### config.mk
export PLATFORM = sky130hd
export DESIGN_NAME = gbr_front_flat
export DESIGN_NICKNAME = d
export VERILOG_FILES = /design/src/rtl/core/gbr_pkg.sv /design/src/rtl/core/gbr_ifs.sv /design/src/rtl/core/gbr_front.sv /design/src/flat_wrapper.sv
export SDC_FILE = /design/constraint.sdc
export NUM_CORES = 1
export LEC_CHECK = 0
export ABC_AREA = 1
export BUFFER_PORTS_ARGS = -buffer_cell sky130_fd_sc_hd__buf_2
export CAP_MARGIN = 40
export CORE_ASPECT_RATIO = 1.2
export CORE_MARGIN = 4
export CORE_UTILIZATION = 45
export DETAILED_ROUTE_END_ITERATION = 6
export GPL_TIMING_DRIVEN = 0
export PLACE_DENSITY = 0.76
export SYNTH_ARGS = -nofsm -noshare
export SYNTH_HDL_FRONTEND = slang
export SYNTH_SLANG_ARGS = --single-unit
### constraint.sdc
create_clock -name clk -period 7.3 [get_ports clk]
set_input_delay 1.46 -clock clk [delete_from_list [all_inputs] [get_ports clk]]
set_output_delay 1.46 -clock clk [all_outputs]
set_load 0.05 [all_outputs]
### src/rtl/core/gbr_pkg.sv
package gbr_pkg;

	localparam int KERNEL_TAPS = 15;
	localparam int MAX_WIDTH = 1024;
	localparam int MAX_HEIGHT = 1024;
	localparam int HALF = KERNEL_TAPS / 2;
	localparam int SPAN = 2 * HALF + 1;

	localparam int OP_W = 2;
	localparam int KSEL_W = 2;
	localparam int TAP_FIELD_W = 5;
	localparam int COEF_W = 16;
	localparam int PIX_W = 8;
	localparam int OUT_W = 52;
	localparam int DIM_W = 11;
	localparam int CFG_IDX_W = 2;

	localparam int TAP_W = $clog2(KERNEL_TAPS);
	localparam int COL_W = $clog2(MAX_WIDTH);
	localparam int ROW_W = $clog2(MAX_HEIGHT);
	localparam int SLOT_W = $clog2(SPAN);
	localparam int ADDR_W = SLOT_W + COL_W;
	localparam int MEM_DEPTH = SPAN * MAX_WIDTH;
	localparam int POS_W = $clog2(MAX_WIDTH * MAX_HEIGHT + HALF * MAX_WIDTH + HALF + 2);
	localparam int HPROD_W = COEF_W + PIX_W + 1;
	localparam int STORE_W = 30;
	localparam int VPROD_W = COEF_W + STORE_W;

	localparam int QDEPTH = 4;
	localparam int QPTR_W = $clog2(QDEPTH);
	localparam int QCNT_W = QPTR_W + 1;

	localparam logic [CFG_IDX_W-1:0] CFG_FRAME_WIDTH = 2'd0;
	localparam logic [CFG_IDX_W-1:0] CFG_FRAME_HEIGHT = 2'd1;

	typedef enum logic [OP_W-1:0] {
		OP_LOAD = 2'd0,
		OP_PIXEL = 2'd1,
		OP_FLUSH = 2'd2,
		OP_IGNORE = 2'd3
	} op_t;

	typedef enum logic [KSEL_W-1:0] {
		KS_COS_H = 2'd0,
		KS_COS_V = 2'd1,
		KS_SIN_H = 2'd2,
		KS_SIN_V = 2'd3
	} ksel_t;

	typedef enum logic [1:0] {
		WK_LOAD,
		WK_PIXEL,
		WK_FLUSH
	} work_kind_t;

	typedef struct packed {
		work_kind_t kind;
		ksel_t ksel;
		logic [TAP_W-1:0] tap;
		logic signed [COEF_W-1:0] coef;
		logic [PIX_W-1:0] pix;
	} work_t;

	typedef struct packed {
		logic valid;
		work_t item;
	} q_head_t;

	typedef struct packed {
		logic emit;
		logic emit_last;
		logic at_start;
	} back_stat_t;

	typedef enum logic [2:0] {
		ST_IDLE,
		ST_HORIZ,
		ST_HDRAIN,
		ST_HWRITE,
		ST_VERT,
		ST_VDRAIN,
		ST_EMIT
	} back_state_t;

endpackage

### src/rtl/core/gbr_ifs.sv
interface gbr_in_if import gbr_pkg::*; ();
	logic valid;
	logic ready;
	logic [OP_W-1:0] operation;
	logic [KSEL_W-1:0] kernel_select;
	logic [TAP_FIELD_W-1:0] tap_index;
	logic signed [COEF_W-1:0] coef_value;
	logic [PIX_W-1:0] pixel_value;

	modport source (output valid, operation, kernel_select, tap_index, coef_value,
		pixel_value, input ready);
	modport sink (input valid, operation, kernel_select, tap_index, coef_value,
		pixel_value, output ready);
endinterface


### src/rtl/core/gbr_front.sv
module gbr_front import gbr_pkg::*; (
	input logic clk,
	input logic arst_n,
	gbr_in_if.sink item,
	output q_head_t head,
	input logic pop
);

	work_t fifo_q [QDEPTH];
	logic [QPTR_W-1:0] wr_ptr_q;
	logic [QPTR_W-1:0] rd_ptr_q;
	logic [QCNT_W-1:0] count_q;
	work_t entry;
	logic keep;
	logic push;

	always_comb begin
		entry.ksel = ksel_t'(item.kernel_select);
		entry.tap = item.tap_index[TAP_W-1:0];
		entry.coef = item.coef_value;
		entry.pix = item.pixel_value;
		entry.kind = WK_PIXEL;
		keep = 1'b0;
		case (op_t'(item.operation))
			OP_LOAD: begin
				entry.kind = WK_LOAD;
				// taps beyond the kernel length are dropped here
				keep = 32'(item.tap_index) < 32'(KERNEL_TAPS);
			end
			OP_PIXEL: begin
				entry.kind = WK_PIXEL;
				keep = 1'b1;
			end
			OP_FLUSH: begin
				entry.kind = WK_FLUSH;
				keep = 1'b1;
			end
			default: keep = 1'b0;
		endcase
	end

	assign item.ready = count_q != QCNT_W'(QDEPTH);
	assign push = item.valid && item.ready && keep;
	assign head.valid = count_q != '0;
	assign head.item = fifo_q[rd_ptr_q];

	always_ff @(posedge clk or negedge arst_n) begin
		if (!arst_n) begin
			wr_ptr_q <= '0;
			rd_ptr_q <= '0;
			count_q <= '0;
		end else begin
			if (push) wr_ptr_q <= wr_ptr_q + 1'b1;
			if (pop) rd_ptr_q <= rd_ptr_q + 1'b1;
			count_q <= count_q + QCNT_W'(push) - QCNT_W'(pop);
		end
	end

	always_ff @(posedge clk) begin
		if (push) fifo_q[wr_ptr_q] <= entry;
	end

endmodule

### src/flat_wrapper.sv
// flat-port wrapper written by rule: the top's interface ports become plain ports
module gbr_front_flat import gbr_pkg::*;
  (clk, arst_n, head, pop, item_valid, item_operation, item_kernel_select, item_tap_index, item_coef_value, item_pixel_value, item_ready);
  gbr_in_if item_i ();
  input logic clk;
  input logic arst_n;
  output q_head_t head;
  input logic pop;
  input wire logic [$bits(item_i.valid)-1:0] item_valid;
  input wire logic [$bits(item_i.operation)-1:0] item_operation;
  input wire logic [$bits(item_i.kernel_select)-1:0] item_kernel_select;
  input wire logic [$bits(item_i.tap_index)-1:0] item_tap_index;
  input wire logic [$bits(item_i.coef_value)-1:0] item_coef_value;
  input wire logic [$bits(item_i.pixel_value)-1:0] item_pixel_value;
  output wire logic [$bits(item_i.ready)-1:0] item_ready;
  assign item_i.valid = item_valid;
  assign item_i.operation = item_operation;
  assign item_i.kernel_select = item_kernel_select;
  assign item_i.tap_index = item_tap_index;
  assign item_i.coef_value = item_coef_value;
  assign item_i.pixel_value = item_pixel_value;
  assign item_ready = item_i.ready;
  gbr_front u_core (.clk(clk), .arst_n(arst_n), .item(item_i), .head(head), .pop(pop));
endmodule
==> metrics.csv <==
stage,metric,value,unit
layout,drive_gt1_frac,0.274,
sta,clock_skew,8.83,ps
detailed_routing,drt_iter0_drc,185,
setup_path,path_max_fanout,10,
place,place_area,5970,sq um
sta,setup_ws,3930,ps
global_route,grt_pass1_wl,17.5,mm
setup_path,cp-startpoint,u_core.rd_ptr_q[0]$_DFFE_PN0P_,
synthesis,synth_top_family_by_area,compound AO/OA/AOI/OAI gates,
sta,hold_viol_final,0,
setup_path,critPathMaxStageDelay,440,ps
clock_network,cts_htree_levels,4,
synthesis,synth-adder-area-share,0.0251,
setup_path,worstSetupPathType,flop to output port,
sta,rsz0062_at_grt,no,
setup_path,start_kind,flop,
detailed_routing,drc,0,
power_and_ir_drop,netSwitchingFraction,0.419,
synthesis,seq_area_frac_synth,0.760,
layout,n_fill_cell,953,
detailed_routing,via_per_inst,5.22,
die,die_y,127,um
setup_path,crit_chain,inv_2 -> buf_4 -> nor2_1 -> o22ai_1 -> buf_2,
sta,slew_headroom,0.533,
synthesis,yosys_most_used_dff,edfxtp_1,
worst_hold_path,hold_path_class,flop to flop,
synthesis,yosys.area.top_type_share,0.726,
detailed_routing,routed_wl,11.4,mm
sta,post-route-min-period,3370,ps
synthesis,yosys-top-cells-area,"edfxtp_1 (73%), nor2_1 (5.1%), o21ai_0 (5.0%)",
clock_network,clk_pin_slew,60,ps
synthesis,async_reset_ff_frac,0.0519,
clock_network,cts_made_buffers,17,
sta,setup-tns-final,0,ps
layout,antenna-diode-count,0,
synthesis,ys_types,22,
clock_network,clkLatencyLatePin,410,ps
layout,final_common_cell,edfxtp_1,
power_and_ir_drop,power_density,475,nW/um^2
sta,slew_violations,0,
setup_path,cp-end-kind,output port,
clock_network,cts_num_sinks,135,
die,die_x,107,um
setup_path,slowest_stage,dfrtp_1,
place,dp_hpwl,7.13,mm
synthesis,synth-compound-area-share,0.0993,
die,core_area,11500,sq um
synthesis,synth_edf_count,128,
global_route,grt_max_degree,22,
place,post-place-ws,3850,ps
clock_network,clockBufferDepth,2,
synthesis,synth-xor-area-share,0.00662,
global_route,overflow,0,
layout,final_cell_mix,"edfxtp_1 (128), buf_2 (76), nor2_1 (68), o21ai_0 (53), o22ai_1 (32)",
sta,period_share,0.462,
power_and_ir_drop,p_comb_frac,0.418,
power_and_ir_drop,p_leak,2.40,nW
clock_network,postCtsSetupBuffers,0,
synthesis,ys_ff_latch,135,
synthesis,yosysWarnings,0,
run,cap_violations,0,
global_route,grt_pass1_vias,3394,
clock_network,cts_root_buf,clkbuf_16,
die,start_util,0.460,
sta,tightest_slew,699,ps
synthesis,synth_mux_area_frac,0,
layout,area_delta_synth_final,24.0,%
die,design.die.area,13600,sq um
outcome,outcome,"complete, no violations",
synthesis,synth_area,5290,sq um
clock_network,cts_resized,0,
sta,setup_viol,0,
place,port_buffers,70,
power_and_ir_drop,pwr-share-seq,0.312,
synthesis,netlist_instances,369,
detailed_routing,wl_per_cell,18.1,um
power_and_ir_drop,intPower,1.81,mW
power_and_ir_drop,p_clk_frac,0.270,
setup_path,cp_data_arrival_time,1910,ps
worst_hold_path,hold_start,u_core.wr_ptr_q[0]$_DFFE_PN0P_,
synthesis,syn_nets,416,
die,io_pins,71,
place,place_congestion,0.741,
synthesis,synthSimpleGateAreaFrac,0.0641,
setup_path,reg2reg_slack,5330,ps
detailed_routing,vias,3300,
synthesis,yosysTopAreaCell,edfxtp_1,
detailed_routing,drtPass1Iterations,4,
global_route,antenna_found_initial,0,
power_and_ir_drop,switching_power,1.30,mW
power_and_ir_drop,ir_drop,0.247,mV
clock_network,cts_tree,yes,
place,place_inst,600,
synthesis,syn_area_per_cell,14.3,sq um
global_route,grtUsageTotal,0.173,
sta,max_freq,0.296,GHz
layout,instances_no_fill,632,
setup_path,critPathRequiredTime,5840,ps
layout,utilization,0.570,
layout,final_area,6560,sq um
die,num_rows,43,
layout,finalNetCount,509,
setup_path,r2r_start,u_core.count_q[1]$_DFF_PN0_,
clock_network,cts_hold_buf,0,
detailed_routing,ant_nets,0,
final timing paths:
| path | depth (start not counted) | to |
|---|---|---|
| setup / recovery | 5 | head[30] |
| hold / removal | 2 | u_core.wr_ptr_q[0]$_DFFE_PN0P_ |
| setup reg to reg | 6 | u_core.fifo_q[1][9]$_DFFE_PP_ |
| hold reg to reg | 2 | u_core.wr_ptr_q[0]$_DFFE_PN0P_ |
| max in group asynchronous | 1 | u_core.rd_ptr_q[0]$_DFFE_PN0P_ |
| min in group asynchronous | 1 | u_core.wr_ptr_q[1]$_DFFE_PN0P_ |
flip-flops by register name (all words and copies together), names as in the netlist:
name,cells
u_core.rd_ptr_q,2
u_core.fifo_q,128
u_core.wr_ptr_q,2
u_core.count_q,3
worst max-delay path: cells and delay by family (launching register included):
family,cells,cell delay [ps]
buffers and inverters,3,750
AO/OA/AOI/OAI,1,250
flip-flops,1,440
AND/OR/NAND/NOR,1,60
kinds of logic (layout without fill, tap and decap cells):
logic type / after synthesis / count (layout)
xor+xnor: 4 / 4
fa+ha+maj: 10 / 10
simple gates: 86 / 86
compound gates: 97 / 97
flops: 135 / 135
buf+inv: 37 / 143
cell usage after synthesis (5+ instances only):
| library cell | number |
|---|---|
| nor2_1 | 72 |
| buf_6 | 5 |
| edfxtp_1 | 128 |
| o21ai_0 | 53 |
| inv_1 | 15 |
| dfrtp_1 | 7 |
| buf_2 | 6 |
| ha_1 | 9 |
| o21ai_1 | 12 |
| nand2_1 | 9 |
| o22ai_1 | 32 |
layout make-up:
type | instances | area (sq um) | area share
multi-input combinational | 197 | 1060 | 0.162
tap | 157 | 196 | 0.0300
clock inverter | 13 | 155 | 0.0237
buffer | 19 | 173 | 0.0263
clock buffer | 19 | 433 | 0.0660
sequential | 135 | 4020 | 0.613
inverter | 18 | 67.6 | 0.0103
timing repair buffer | 74 | 453 | 0.0691
layer usage:
metal | up-vias | global-route usage | share of wire
met1 | 1626 | 0.206 | 0.39
met4 | 0 | 0.0730 | 0.020
met5 | - | 0 | 0
li1 | 1541 | - | -
met3 | 19 | 0.0560 | 0.069
met2 | 114 | 0.291 | 0.53
power groups by stage:
stage                     registers (mW)  logic [mW]  clock network, mW
final                              0.973        1.30              0.840
after global routing               0.980        1.39              0.876
after CTS                          0.972        1.32              0.847
after detailed placement           0.987        1.31                  0
after global placement             0.990        1.26                  0
after floorplan                    0.981       0.952                  0
stage by stage:
step	hold slack, ps	power, mW
final	540	3.11
after CTS	545	3.14
after floorplan	491	1.93
after global placement	512	2.25
after detailed placement	530	2.30
after global routing	587	3.25
Note: power is estimated with default switching activity, not from simulation.
